<file path="config.mk">
export PLATFORM = sky130hd
export DESIGN_NAME = strided_nested_loop_address_generator_unit
export DESIGN_NICKNAME = d
export VERILOG_FILES = /design/src/hdl/snlag_pkg.sv /design/src/hdl/strided_nested_loop_address_generator_unit.sv /design/src/hdl/snlag_ram.sv /design/src/hdl/snlag_mul.sv
export SDC_FILE = /design/constraint.sdc
export NUM_CORES = 2
export LEC_CHECK = 0
export ABC_CLOCK_PERIOD_IN_PS = 10810
export BUFFER_PORTS_ARGS = -buffer_cell sky130_fd_sc_hd__buf_4
export CORE_MARGIN = 3
export CORE_UTILIZATION = 35
export CTS_CLUSTER_DIAMETER = 50
export DETAILED_ROUTE_END_ITERATION = 8
export PLACE_DENSITY = 0.49
export SLEW_MARGIN = 20
export SYNTH_ARGS = -nofsm -noshare
export SYNTH_HDL_FRONTEND = slang
export SYNTH_SLANG_ARGS = --single-unit
</file>
<file path="constraint.sdc">
create_clock -name clk_i -period 10.81 [get_ports clk_i]
set_input_delay 1.081 -clock clk_i [delete_from_list [all_inputs] [get_ports clk_i]]
set_output_delay 1.081 -clock clk_i [all_outputs]
set_load 0.02 [all_outputs]
</file>
<file path="src/hdl/snlag_pkg.sv">
// ----------------------------------------------------------------------------
// snlag_pkg: shared constants for the strided nested-loop address generator
// Item kind codes, configuration register indexes and the operand widths of
// the shared multiplier.
// ----------------------------------------------------------------------------
`default_nettype none

package snlag_pkg;

  // Item kinds
  localparam logic [2:0] KIND_STEP    = 3'd0;
  localparam logic [2:0] KIND_EXTENT  = 3'd1;
  localparam logic [2:0] KIND_TSTRIDE = 3'd2;
  localparam logic [2:0] KIND_GSTRIDE = 3'd3;
  localparam logic [2:0] KIND_BASE    = 3'd4;
  localparam logic [2:0] KIND_START   = 3'd5;

  // Configuration register indexes
  localparam int CFG_IDX_W  = 3;
  localparam int CFG_DATA_W = 8;
  localparam logic [CFG_IDX_W-1:0] CFG_NUM_SUBS    = 3'd0;
  localparam logic [CFG_IDX_W-1:0] CFG_NUM_TENSORS = 3'd1;
  localparam logic [CFG_IDX_W-1:0] CFG_NUM_GRADES  = 3'd2;
  localparam logic [CFG_IDX_W-1:0] CFG_ELEM_BYTES  = 3'd3;
  localparam logic [CFG_IDX_W-1:0] CFG_TOP_GRADE   = 3'd4;
  localparam logic [CFG_IDX_W-1:0] CFG_INNER_MASK  = 3'd5;

  // Shared multiplier: a 32-bit stride times a 23-bit scale
  // (element bytes times a 16-bit repeat count).
  localparam int MUL_A_W = 32;
  localparam int MUL_B_W = 23;
  localparam int MUL_P_W = MUL_A_W + MUL_B_W;

endpackage

`default_nettype wire

</file>
<file path="src/hdl/strided_nested_loop_address_generator_unit.sv">
// ----------------------------------------------------------------------------
// strided_nested_loop_address_generator_unit: odometer address generator
// Steps loop subscripts of one level, moving tensor byte addresses and grade
// counters by their strides, and rewinds on overflow with carry.
// ----------------------------------------------------------------------------
//  channel | direction | handshake              | payload
//  --------+-----------+------------------------+-------------------------------
//  in      | input     | in_valid_i / in_stall_o | kind, level, sub_index,
//          |           |                        | row_index, value
//  out     | output    | out_valid_o / out_stall_i | more, addr_*, grade_*
//  cfg     | input     | cfg_valid_i / cfg_ready_o | cfg_index_i, cfg_data_i
//
//  A load item or an empty step passes through the final state before the
//  next acceptance. A step visits, for each subscript the carry reaches, the
//  evaluate and scale states and then one add state per tensor in use (at
//  least one): each subscript is scaled first, then the shared multiplier
//  makes one pass per tensor address. The finished item waits in the output
//  register; a stalled output holds the block in its final state only if a
//  second result is ready before the first is taken. Reset clears the
//  addresses, grades and loop indexes and restores the configuration
//  defaults; the tables are undefined until loaded.
// ----------------------------------------------------------------------------
`default_nettype none

module strided_nested_loop_address_generator_unit #(
  parameter int MAX_SUBSCRIPTS     = 8,
  parameter int MAX_TENSORS        = 4,
  parameter int MAX_GRADE_COUNTERS = 4,
  parameter int ADDR_WIDTH         = 32
) (
  input  wire logic        clk_i,
  input  wire logic        rst_ni,
  // input items
  input  wire logic        in_valid_i,
  output logic             in_stall_o,
  input  wire logic [2:0]  kind_i,
  input  wire logic        level_i,
  input  wire logic [2:0]  sub_index_i,
  input  wire logic [1:0]  row_index_i,
  input  wire logic [31:0] value_i,
  // result items
  output logic             out_valid_o,
  input  wire logic        out_stall_i,
  output logic             more_o,
  output logic [31:0]      addr_zero_o,
  output logic [31:0]      addr_one_o,
  output logic [31:0]      addr_two_o,
  output logic [31:0]      addr_three_o,
  output logic [3:0]       grade_zero_o,
  output logic [3:0]       grade_one_o,
  output logic [3:0]       grade_two_o,
  output logic [3:0]       grade_three_o,
  // configuration writes
  input  wire logic                             cfg_valid_i,
  output logic                                  cfg_ready_o,
  input  wire logic [snlag_pkg::CFG_IDX_W-1:0]  cfg_index_i,
  input  wire logic [snlag_pkg::CFG_DATA_W-1:0] cfg_data_i
);

  localparam int SIW = (MAX_SUBSCRIPTS > 1) ? $clog2(MAX_SUBSCRIPTS) : 1;
  localparam int TIW = (MAX_TENSORS > 1) ? $clog2(MAX_TENSORS) : 1;
  localparam int GIW = (MAX_GRADE_COUNTERS > 1) ? $clog2(MAX_GRADE_COUNTERS) : 1;
  localparam int FW  = SIW + 1;
  localparam int RAM_DEPTH = (2 ** TIW) * (2 ** SIW);
  localparam int RAW = TIW + SIW;

  localparam logic [2:0] ST_IDLE  = 3'd0;
  localparam logic [2:0] ST_EVAL  = 3'd1;
  localparam logic [2:0] ST_SCALE = 3'd2;
  localparam logic [2:0] ST_ADD   = 3'd3;
  localparam logic [2:0] ST_FIN   = 3'd4;

  // Configuration
  logic [3:0] num_subs_q;
  logic [2:0] num_tensors_q;
  logic [2:0] num_grades_q;
  logic [6:0] elem_bytes_q;
  logic [3:0] top_grade_q;
  logic [7:0] inner_mask_q;

  // Sequencer
  logic [2:0]     state_q;
  logic [SIW-1:0] k_q;
  logic [TIW-1:0] j_q;
  logic           lvl_q;
  logic           ovf_q;
  logic           more_q;
  logic           out_valid_q;

  // Architectural state
  logic [MAX_TENSORS-1:0][ADDR_WIDTH-1:0]       cur_addr_q;
  logic [MAX_GRADE_COUNTERS-1:0][3:0]           cur_grade_q;
  logic [MAX_SUBSCRIPTS-1:0][15:0]              loop_idx_q;
  logic [MAX_SUBSCRIPTS-1:0][15:0]              extent_q;
  logic [MAX_GRADE_COUNTERS-1:0][MAX_SUBSCRIPTS-1:0] gstride_q;
  logic [snlag_pkg::MUL_B_W-1:0]                scale_q;

  // Output register
  logic             out_more_q;
  logic [3:0][31:0] out_addr_q;
  logic [3:0][3:0]  out_grade_q;
  logic [3:0][31:0] snap_addr;
  logic [3:0][3:0]  snap_grade;

  logic accept;
  logic sub_ok, row_t_ok, row_g_ok;

  assign accept      = in_valid_i && (state_q == ST_IDLE);
  assign in_stall_o  = (state_q != ST_IDLE);
  assign cfg_ready_o = 1'b1;
  assign sub_ok      = (int'(sub_index_i) < MAX_SUBSCRIPTS);
  assign row_t_ok    = (int'(row_index_i) < MAX_TENSORS);
  assign row_g_ok    = (int'(row_index_i) < MAX_GRADE_COUNTERS);

  // ---------------------------------------------------------------------------
  // Subscript search: lowest subscript of the level at or after a start point.
  // ---------------------------------------------------------------------------
  logic [FW-1:0]  from_v;
  logic           lvl_sel;
  logic           found;
  logic [SIW-1:0] pick;

  always_comb begin
    logic lv;
    from_v  = (state_q == ST_IDLE) ? '0 : (FW'(k_q) + FW'(1));
    lvl_sel = (state_q == ST_IDLE) ? level_i : lvl_q;
    found   = 1'b0;
    pick    = '0;
    lv      = 1'b0;
    for (int k = MAX_SUBSCRIPTS - 1; k >= 0; k--) begin
      lv = (k < 8) ? inner_mask_q[3'(k)] : 1'b0;
      if ((k < int'(num_subs_q)) && (lv == lvl_sel) && (k >= int'(from_v))) begin
        found = 1'b1;
        pick  = SIW'(k);
      end
    end
  end

  // ---------------------------------------------------------------------------
  // Increment or rewind of the current subscript.
  // ---------------------------------------------------------------------------
  logic [15:0] ext_raw, ext, factor;
  logic [16:0] nxt;
  logic        carry;
  logic [3:0]  gfac;
  logic [MAX_GRADE_COUNTERS-1:0][3:0] grade_nx;

  always_comb begin
    logic [3:0] gd;
    ext_raw = extent_q[k_q];
    ext     = (ext_raw == 16'd0) ? 16'd1 : ext_raw;
    nxt     = {1'b0, loop_idx_q[k_q]} + 17'd1;
    carry   = !(nxt < {1'b0, ext});
    factor  = carry ? (ext - 16'd1) : 16'd1;
    gfac    = carry ? top_grade_q : 4'd1;
    gd      = '0;
    for (int j = 0; j < MAX_GRADE_COUNTERS; j++) begin
      gd          = gstride_q[j][k_q] ? gfac : 4'd0;
      grade_nx[j] = carry ? (cur_grade_q[j] - gd) : (cur_grade_q[j] + gd);
    end
  end

  // ---------------------------------------------------------------------------
  // Stride table and shared multiplier
  // ---------------------------------------------------------------------------
  logic                          ram_we;
  logic [RAW-1:0]                ram_waddr, ram_raddr;
  logic [TIW-1:0]                ram_row;
  logic [31:0]                   ram_rdata;
  logic                          mul_en;
  logic [snlag_pkg::MUL_A_W-1:0] mul_a;
  logic [snlag_pkg::MUL_B_W-1:0] mul_b;
  logic [snlag_pkg::MUL_P_W-1:0] mul_p;
  logic [ADDR_WIDTH-1:0]         delta;

  assign ram_we    = accept && (kind_i == snlag_pkg::KIND_TSTRIDE) && row_t_ok && sub_ok;
  assign ram_waddr = {TIW'(row_index_i), SIW'(sub_index_i)};
  assign ram_raddr = {ram_row, k_q};
  assign delta     = ADDR_WIDTH'(mul_p);

  // The read runs one tensor ahead of the multiplier.
  always_comb begin
    case (state_q)
      ST_EVAL:  ram_row = '0;
      ST_SCALE: ram_row = TIW'(1);
      default:  ram_row = j_q + TIW'(2);
    endcase
  end

  always_comb begin
    mul_en = (state_q == ST_EVAL) || (state_q == ST_SCALE) || (state_q == ST_ADD);
    case (state_q)
      ST_EVAL: begin
        mul_a = snlag_pkg::MUL_A_W'(factor);
        mul_b = snlag_pkg::MUL_B_W'(elem_bytes_q);
      end
      ST_SCALE: begin
        mul_a = ram_rdata;
        mul_b = mul_p[snlag_pkg::MUL_B_W-1:0];
      end
      default: begin
        mul_a = ram_rdata;
        mul_b = scale_q;
      end
    endcase
  end

  snlag_ram #(
    .WIDTH (32),
    .DEPTH (RAM_DEPTH)
  ) u_stride_ram (
    .clk_i   (clk_i),
    .we_i    (ram_we),
    .waddr_i (ram_waddr),
    .wdata_i (value_i),
    .raddr_i (ram_raddr),
    .rdata_o (ram_rdata)
  );

  snlag_mul u_mul (
    .clk_i  (clk_i),
    .en_i   (mul_en),
    .a_i    (mul_a),
    .b_i    (mul_b),
    .prod_o (mul_p)
  );

  logic j_live, j_last;
  assign j_live = (int'(j_q) < int'(num_tensors_q)) && (int'(j_q) < MAX_TENSORS);
  assign j_last = ((int'(j_q) + 1) >= int'(num_tensors_q)) || ((int'(j_q) + 1) >= MAX_TENSORS);

  // ---------------------------------------------------------------------------
  // Sequencer and architectural state
  // ---------------------------------------------------------------------------
  always_ff @(posedge clk_i or negedge rst_ni) begin
    if (!rst_ni) begin
      num_subs_q    <= 4'd1;
      num_tensors_q <= 3'd1;
      num_grades_q  <= 3'd0;
      elem_bytes_q  <= 7'd8;
      top_grade_q   <= 4'd3;
      inner_mask_q  <= 8'd0;
      state_q       <= ST_IDLE;
      k_q           <= '0;
      j_q           <= '0;
      lvl_q         <= 1'b0;
      ovf_q         <= 1'b0;
      more_q        <= 1'b0;
      out_valid_q   <= 1'b0;
      cur_addr_q    <= '0;
      cur_grade_q   <= '0;
      loop_idx_q    <= '0;
    end else begin
      if (cfg_valid_i) begin
        case (cfg_index_i)
          snlag_pkg::CFG_NUM_SUBS:    num_subs_q    <= cfg_data_i[3:0];
          snlag_pkg::CFG_NUM_TENSORS: num_tensors_q <= cfg_data_i[2:0];
          snlag_pkg::CFG_NUM_GRADES:  num_grades_q  <= cfg_data_i[2:0];
          snlag_pkg::CFG_ELEM_BYTES:  elem_bytes_q  <= cfg_data_i[6:0];
          snlag_pkg::CFG_TOP_GRADE:   top_grade_q   <= cfg_data_i[3:0];
          snlag_pkg::CFG_INNER_MASK:  inner_mask_q  <= cfg_data_i;
          default: ;
        endcase
      end

      // The final state refills the output register itself.
      if (out_valid_q && !out_stall_i && (state_q != ST_FIN)) begin
        out_valid_q <= 1'b0;
      end

      case (state_q)
        ST_IDLE: begin
          if (in_valid_i) begin
            lvl_q   <= level_i;
            more_q  <= 1'b0;
            if ((kind_i == snlag_pkg::KIND_STEP) && found) begin
              k_q     <= pick;
              state_q <= ST_EVAL;
            end else begin
              state_q <= ST_FIN;
            end
            case (kind_i)
              snlag_pkg::KIND_BASE: begin
                if (row_t_ok) begin
                  cur_addr_q[TIW'(row_index_i)] <= ADDR_WIDTH'(value_i);
                end
              end
              snlag_pkg::KIND_START: begin
                if (row_g_ok) begin
                  cur_grade_q[GIW'(row_index_i)] <= value_i[3:0];
                end
              end
              default: ;
            endcase
          end
        end
        ST_EVAL: begin
          ovf_q          <= carry;
          loop_idx_q[k_q] <= carry ? 16'd0 : nxt[15:0];
          for (int j = 0; j < MAX_GRADE_COUNTERS; j++) begin
            if (j < int'(num_grades_q)) begin
              cur_grade_q[j] <= grade_nx[j];
            end
          end
          j_q     <= '0;
          state_q <= ST_SCALE;
        end
        ST_SCALE: begin
          state_q <= ST_ADD;
        end
        ST_ADD: begin
          if (j_live) begin
            cur_addr_q[j_q] <= ovf_q ? (cur_addr_q[j_q] - delta)
                                     : (cur_addr_q[j_q] + delta);
          end
          if (j_last) begin
            // A rewind hands the carry to the next subscript of the level.
            if (!ovf_q) begin
              more_q  <= 1'b1;
              state_q <= ST_FIN;
            end else if (found) begin
              k_q     <= pick;
              state_q <= ST_EVAL;
            end else begin
              state_q <= ST_FIN;
            end
          end else begin
            j_q <= j_q + 1'b1;
          end
        end
        ST_FIN: begin
          if (!out_valid_q || !out_stall_i) begin
            out_valid_q <= 1'b1;
            state_q     <= ST_IDLE;
          end
        end
        default: state_q <= ST_IDLE;
      endcase
    end
  end

  // ---------------------------------------------------------------------------
  // Tables, scale latch and output snapshot (no reset needed)
  // ---------------------------------------------------------------------------
  for (genvar g = 0; g < 4; g++) begin : g_snap
    if (g < MAX_TENSORS) begin : g_addr_on
      assign snap_addr[g] = 32'(cur_addr_q[g]);
    end else begin : g_addr_off
      assign snap_addr[g] = '0;
    end
    if (g < MAX_GRADE_COUNTERS) begin : g_grade_on
      assign snap_grade[g] = cur_grade_q[g];
    end else begin : g_grade_off
      assign snap_grade[g] = '0;
    end
  end

  always_ff @(posedge clk_i) begin
    if (accept && (kind_i == snlag_pkg::KIND_EXTENT) && sub_ok) begin
      extent_q[SIW'(sub_index_i)] <= value_i[15:0];
    end
    if (accept && (kind_i == snlag_pkg::KIND_GSTRIDE) && row_g_ok && sub_ok) begin
      gstride_q[GIW'(row_index_i)][SIW'(sub_index_i)] <= value_i[0];
    end
    if (state_q == ST_SCALE) begin
      scale_q <= mul_p[snlag_pkg::MUL_B_W-1:0];
    end
    if ((state_q == ST_FIN) && (!out_valid_q || !out_stall_i)) begin
      out_more_q  <= more_q;
      out_addr_q  <= snap_addr;
      out_grade_q <= snap_grade;
    end
  end

  assign out_valid_o   = out_valid_q;
  assign more_o        = out_more_q;
  assign addr_zero_o   = out_addr_q[0];
  assign addr_one_o    = out_addr_q[1];
  assign addr_two_o    = out_addr_q[2];
  assign addr_three_o  = out_addr_q[3];
  assign grade_zero_o  = out_grade_q[0];
  assign grade_one_o   = out_grade_q[1];
  assign grade_two_o   = out_grade_q[2];
  assign grade_three_o = out_grade_q[3];

`ifndef SYNTHESIS
  // An accepted item always starts work.
  a_accept_busy: assert property (@(posedge clk_i) disable iff (!rst_ni)
    accept |=> (state_q != ST_IDLE))
    else $error("accepted item did not leave idle");

  // The subscript under evaluation is one that is in use.
  a_eval_sub: assert property (@(posedge clk_i) disable iff (!rst_ni)
    (state_q == ST_EVAL) |-> ((int'(k_q) < MAX_SUBSCRIPTS) && (int'(k_q) < int'(num_subs_q))))
    else $error("evaluating a subscript that is not in use");

  // The tensor counter never runs past the address bank.
  a_add_row: assert property (@(posedge clk_i) disable iff (!rst_ni)
    (state_q == ST_ADD) |-> (int'(j_q) < MAX_TENSORS))
    else $error("tensor counter out of range");

  // A result appears only out of the final state.
  a_out_from_fin: assert property (@(posedge clk_i) disable iff (!rst_ni)
    $rose(out_valid_o) |-> ($past(state_q) == ST_FIN))
    else $error("result raised outside the final state");
`endif

endmodule

`default_nettype wire

</file>
<file path="src/hdl/snlag_ram.sv">
// ----------------------------------------------------------------------------
// snlag_ram: generic single-port-write, single-port-read RAM
// One write and one registered read per cycle.
// ----------------------------------------------------------------------------
`default_nettype none

module snlag_ram #(
  parameter int WIDTH = 32,
  parameter int DEPTH = 32
) (
  input  wire logic                                    clk_i,
  input  wire logic                                    we_i,
  input  wire logic [((DEPTH > 1) ? $clog2(DEPTH) : 1)-1:0] waddr_i,
  input  wire logic [WIDTH-1:0]                        wdata_i,
  input  wire logic [((DEPTH > 1) ? $clog2(DEPTH) : 1)-1:0] raddr_i,
  output logic      [WIDTH-1:0]                        rdata_o
);

  logic [WIDTH-1:0] mem_q [DEPTH];

  always_ff @(posedge clk_i) begin
    if (we_i) begin
      mem_q[waddr_i] <= wdata_i;
    end
    rdata_o <= mem_q[raddr_i];
  end

endmodule

`default_nettype wire

</file>
<file path="src/hdl/snlag_mul.sv">
// ----------------------------------------------------------------------------
// snlag_mul: shared registered multiplier
// Forms the stride scale and every per-tensor address delta in turn.
// ----------------------------------------------------------------------------
`default_nettype none

module snlag_mul (
  input  wire logic                          clk_i,
  input  wire logic                          en_i,
  input  wire logic [snlag_pkg::MUL_A_W-1:0] a_i,
  input  wire logic [snlag_pkg::MUL_B_W-1:0] b_i,
  output logic      [snlag_pkg::MUL_P_W-1:0] prod_o
);

  always_ff @(posedge clk_i) begin
    if (en_i) begin
      prod_o <= snlag_pkg::MUL_P_W'(a_i) * snlag_pkg::MUL_P_W'(b_i);
    end
  end

endmodule

`default_nettype wire

</file>
==> results.ini <==
[route]
firstDrtPassIters=6
wire_per_inst_um=25.9
postRouteWirelength_um=184000
avgViaCountPerCell=5.27
detailroute.via_count=37500
ant_nets=0
number_of_remaining_drc_errors=0
initialDrtViolationCount=2900

[clock_network]
numClockSinks=1068
cts_max_path_buffers=3
holdBufCountCts=0
worst_setup_hold_path_clk_slew_ns=0.06
cts.htree.levels=3
cts-root-buf=sky130_fd_sc_hd__clkbuf_16
clock_latency_ns=0.75
numCtsBuffers=120
tritoncts_clock_tree=built

[critical_path]
slowest_delay_ns=0.56
cp_num_buf_inv=11
timing.setup.critical_path_class=reg2reg
worst_reg_to_reg_cells=46
worst_setup_path_end_kind=register
worstPathMaxFanout=13
worst_r2r_endpoint=u_mul.prod_o[30]
critPathSlowestCell=sky130_fd_sc_hd__dfrtp_4
crit_required_ns=11.30
worstSetupStartpointType=register
worst_r2r_startpoint=k_q[0]
cpLargestDelayFamily=adder cells
rrSetupSlack_ns=0.46
worst_path_most_repeated_cell=sky130_fd_sc_hd__fa_1
timing.critical_path.arrival_ns=10.84

[layout]
final_core_util_pct=40.8
areaGrowthSynthToFinish_pct=15.8
post_route_cells_drive_above_1_share_pct=18.8
fin_nets=5406
final_instance_count_excl_fillers=7116

[timing]
setup_violations=0
timing.clock.skew_ns=0.0636
finalHoldViolations=0
worst_slew_pin_slew_ns=1.09
final.setup.worst_slack_ns=0.458
max_slew_margin_pct=27.3
layout_min_cycle_time_ns=10.35
post-route-period-util_pct=95.8
setup_total_negative_slack_ns=0
max_clock_freq_mhz=96.6
drv_slew=0

[synth]
post_synth.cell_area_avg_sq_um=13.0
synthesis.yosys.warnings=0
synth_async_sr_flop_share_pct=22.8
synth_seq_area_share_pct=51.7
synth_cells=4536
netlist-cell-type-count=76
synth_largest_area_cell=sky130_fd_sc_hd__edfxtp_1
synth_area_sq_mm=0.0591
ys_dominant_reg_cell=sky130_fd_sc_hd__edfxtp_1
synth_top_cell_area_share_pct=40.3
edff_count_synth=792
synth_seq_cells=1068
synth.top_cells.by_count=792 x sky130_fd_sc_hd__edfxtp_1, 562 x sky130_fd_sc_hd__nand2_1, 486 x sky130_fd_sc_hd__inv_1, 386 x sky130_fd_sc_hd__fa_1, 313 x sky130_fd_sc_hd__nor2_1
synth_fp_nets=5148
synthTopCellsByArea=sky130_fd_sc_hd__edfxtp_1 40%, sky130_fd_sc_hd__fa_1 13%, sky130_fd_sc_hd__dfrtp_1 10%
most_used_standard_cell_by_instance_count_after_synthesis=sky130_fd_sc_hd__edfxtp_1

[die]
die_x_extent_um=417
core_area_sq_mm=0.167
rows=150
die_h_um=417
design.die.area_sq_mm=0.174
ios=205
initial_core_utilization_pct=35.3

[placed_design]
dp_slack_ns=0.0882
finalWeightedCongestion=0.902
portBuffers=202
placed_cells=6871
dp.final_hpwl_um=128000

[grt]
global_route.overflow_total=0
grt_use_total_pct=21.2
grt_max_degree=97
antenna_found_initial=14
grt_first_pass_wirelength_um=271000
first_global_vias=38800

[flow_run]
drv_cap=0

[status]
status=completed

[worst_hold_path]
min-delay-path-class=in2async

-- registers in the layout (all words and copies together) (netlist names), 7 cells and up --
| signal | cells |
|---|---|
| addr_zero_o | 32 |
| addr_two_o | 32 |
| cur_addr_q | 128 |
| scale_q | 23 |
| extent_q | 64 |
| elem_bytes_q | 7 |
| u_stride_ram.mem_q | 512 |
| u_stride_ram.rdata_o | 32 |
| addr_three_o | 32 |
| cur_grade_q | 16 |
| loop_idx_q | 64 |
| addr_one_o | 32 |
| u_mul.prod_o | 32 |
| gstride_q | 16 |
-- metrics by stage --
step	hold slack (ns)	instance area (sq um)
2_1_floorplan	0.424	59100
3_3_place_gp	0.446	64100
4_1_cts	0.294	68200
5_1_grt	0.343	68400
6_report	0.316	68400
3_5_place_dp	0.443	64100
-- cell families after synthesis --
kind of cell    Yosys count  share of synthesized area (%)
xor+xnor                161                           2.41
fa+ha+maj               555                           16.7
compound gates          667                           7.23
simple gates           1097                           7.92
flops                  1068                           51.7
other cells               1                        0.00635
mux                     267                           9.44
buf+inv                 720                           4.64
-- worst max-delay path by stage --
stage | start | end | slack, ns | cells after the start
CTS | k_q[0] | u_mul.prod_o[28] | 0.02 | 35
global route | k_q[0] | u_mul.prod_o[31] | -0.04 | 45
global placement | k_q[0] | u_mul.prod_o[30] | 0.1 | 42
detailed placement | k_q[0] | u_mul.prod_o[28] | 0.09 | 35
finish | k_q[0] | u_mul.prod_o[30] | 0.46 | 46
floorplan | k_q[0] | u_mul.prod_o[31] | 0.38 | 39
-- timing repair --
action                     CTS  global route
gates resized for setup      0            26
hold endpoints to repair     0             0
setup endpoints to repair    0            10
setup buffers                0             4
-- cell type report --
class | count | area (sq um)
Sequential cell | 1068 | 30500
Timing Repair Buffer | 369 | 2980
Multi-Input combinational cell | 2748 | 26200
Inverter | 487 | 1840
Tap cell | 2204 | 2760
Fill cell | 15800 | 99000
Clock inverter | 75 | 788
Antenna cell | 10 | 25.0
Clock buffer | 155 | 3260
-- cells in the final DEF, fill, tap and decap left out, types with 127 or more instances in the layout --
cell type                  instances
sky130_fd_sc_hd__buf_4           349
sky130_fd_sc_hd__dfrtp_1         235
sky130_fd_sc_hd__edfxtp_1        792
sky130_fd_sc_hd__fa_1            386
sky130_fd_sc_hd__ha_1            169
sky130_fd_sc_hd__inv_1           486
sky130_fd_sc_hd__mux4_2          227
sky130_fd_sc_hd__nand2_1         560
sky130_fd_sc_hd__nor2_1          291
sky130_fd_sc_hd__o21ai_0         242
sky130_fd_sc_hd__xnor2_1         127
-- per-layer routing --
layer  vias up  routed length (um)  GRT usage [%]  share of wire (%)
li1      16500                   -              -                  -
met3       252                9140           2.67                5.0
met1     19700               82100           30.1                 45
met5         -                  26              0              0.014
met4         4                5500           6.93                3.0
met2      1081               87200           34.0                 47
Power is not shown: default switching activity piles up to over one toggle a cycle in this logic, so the estimate is an artifact.
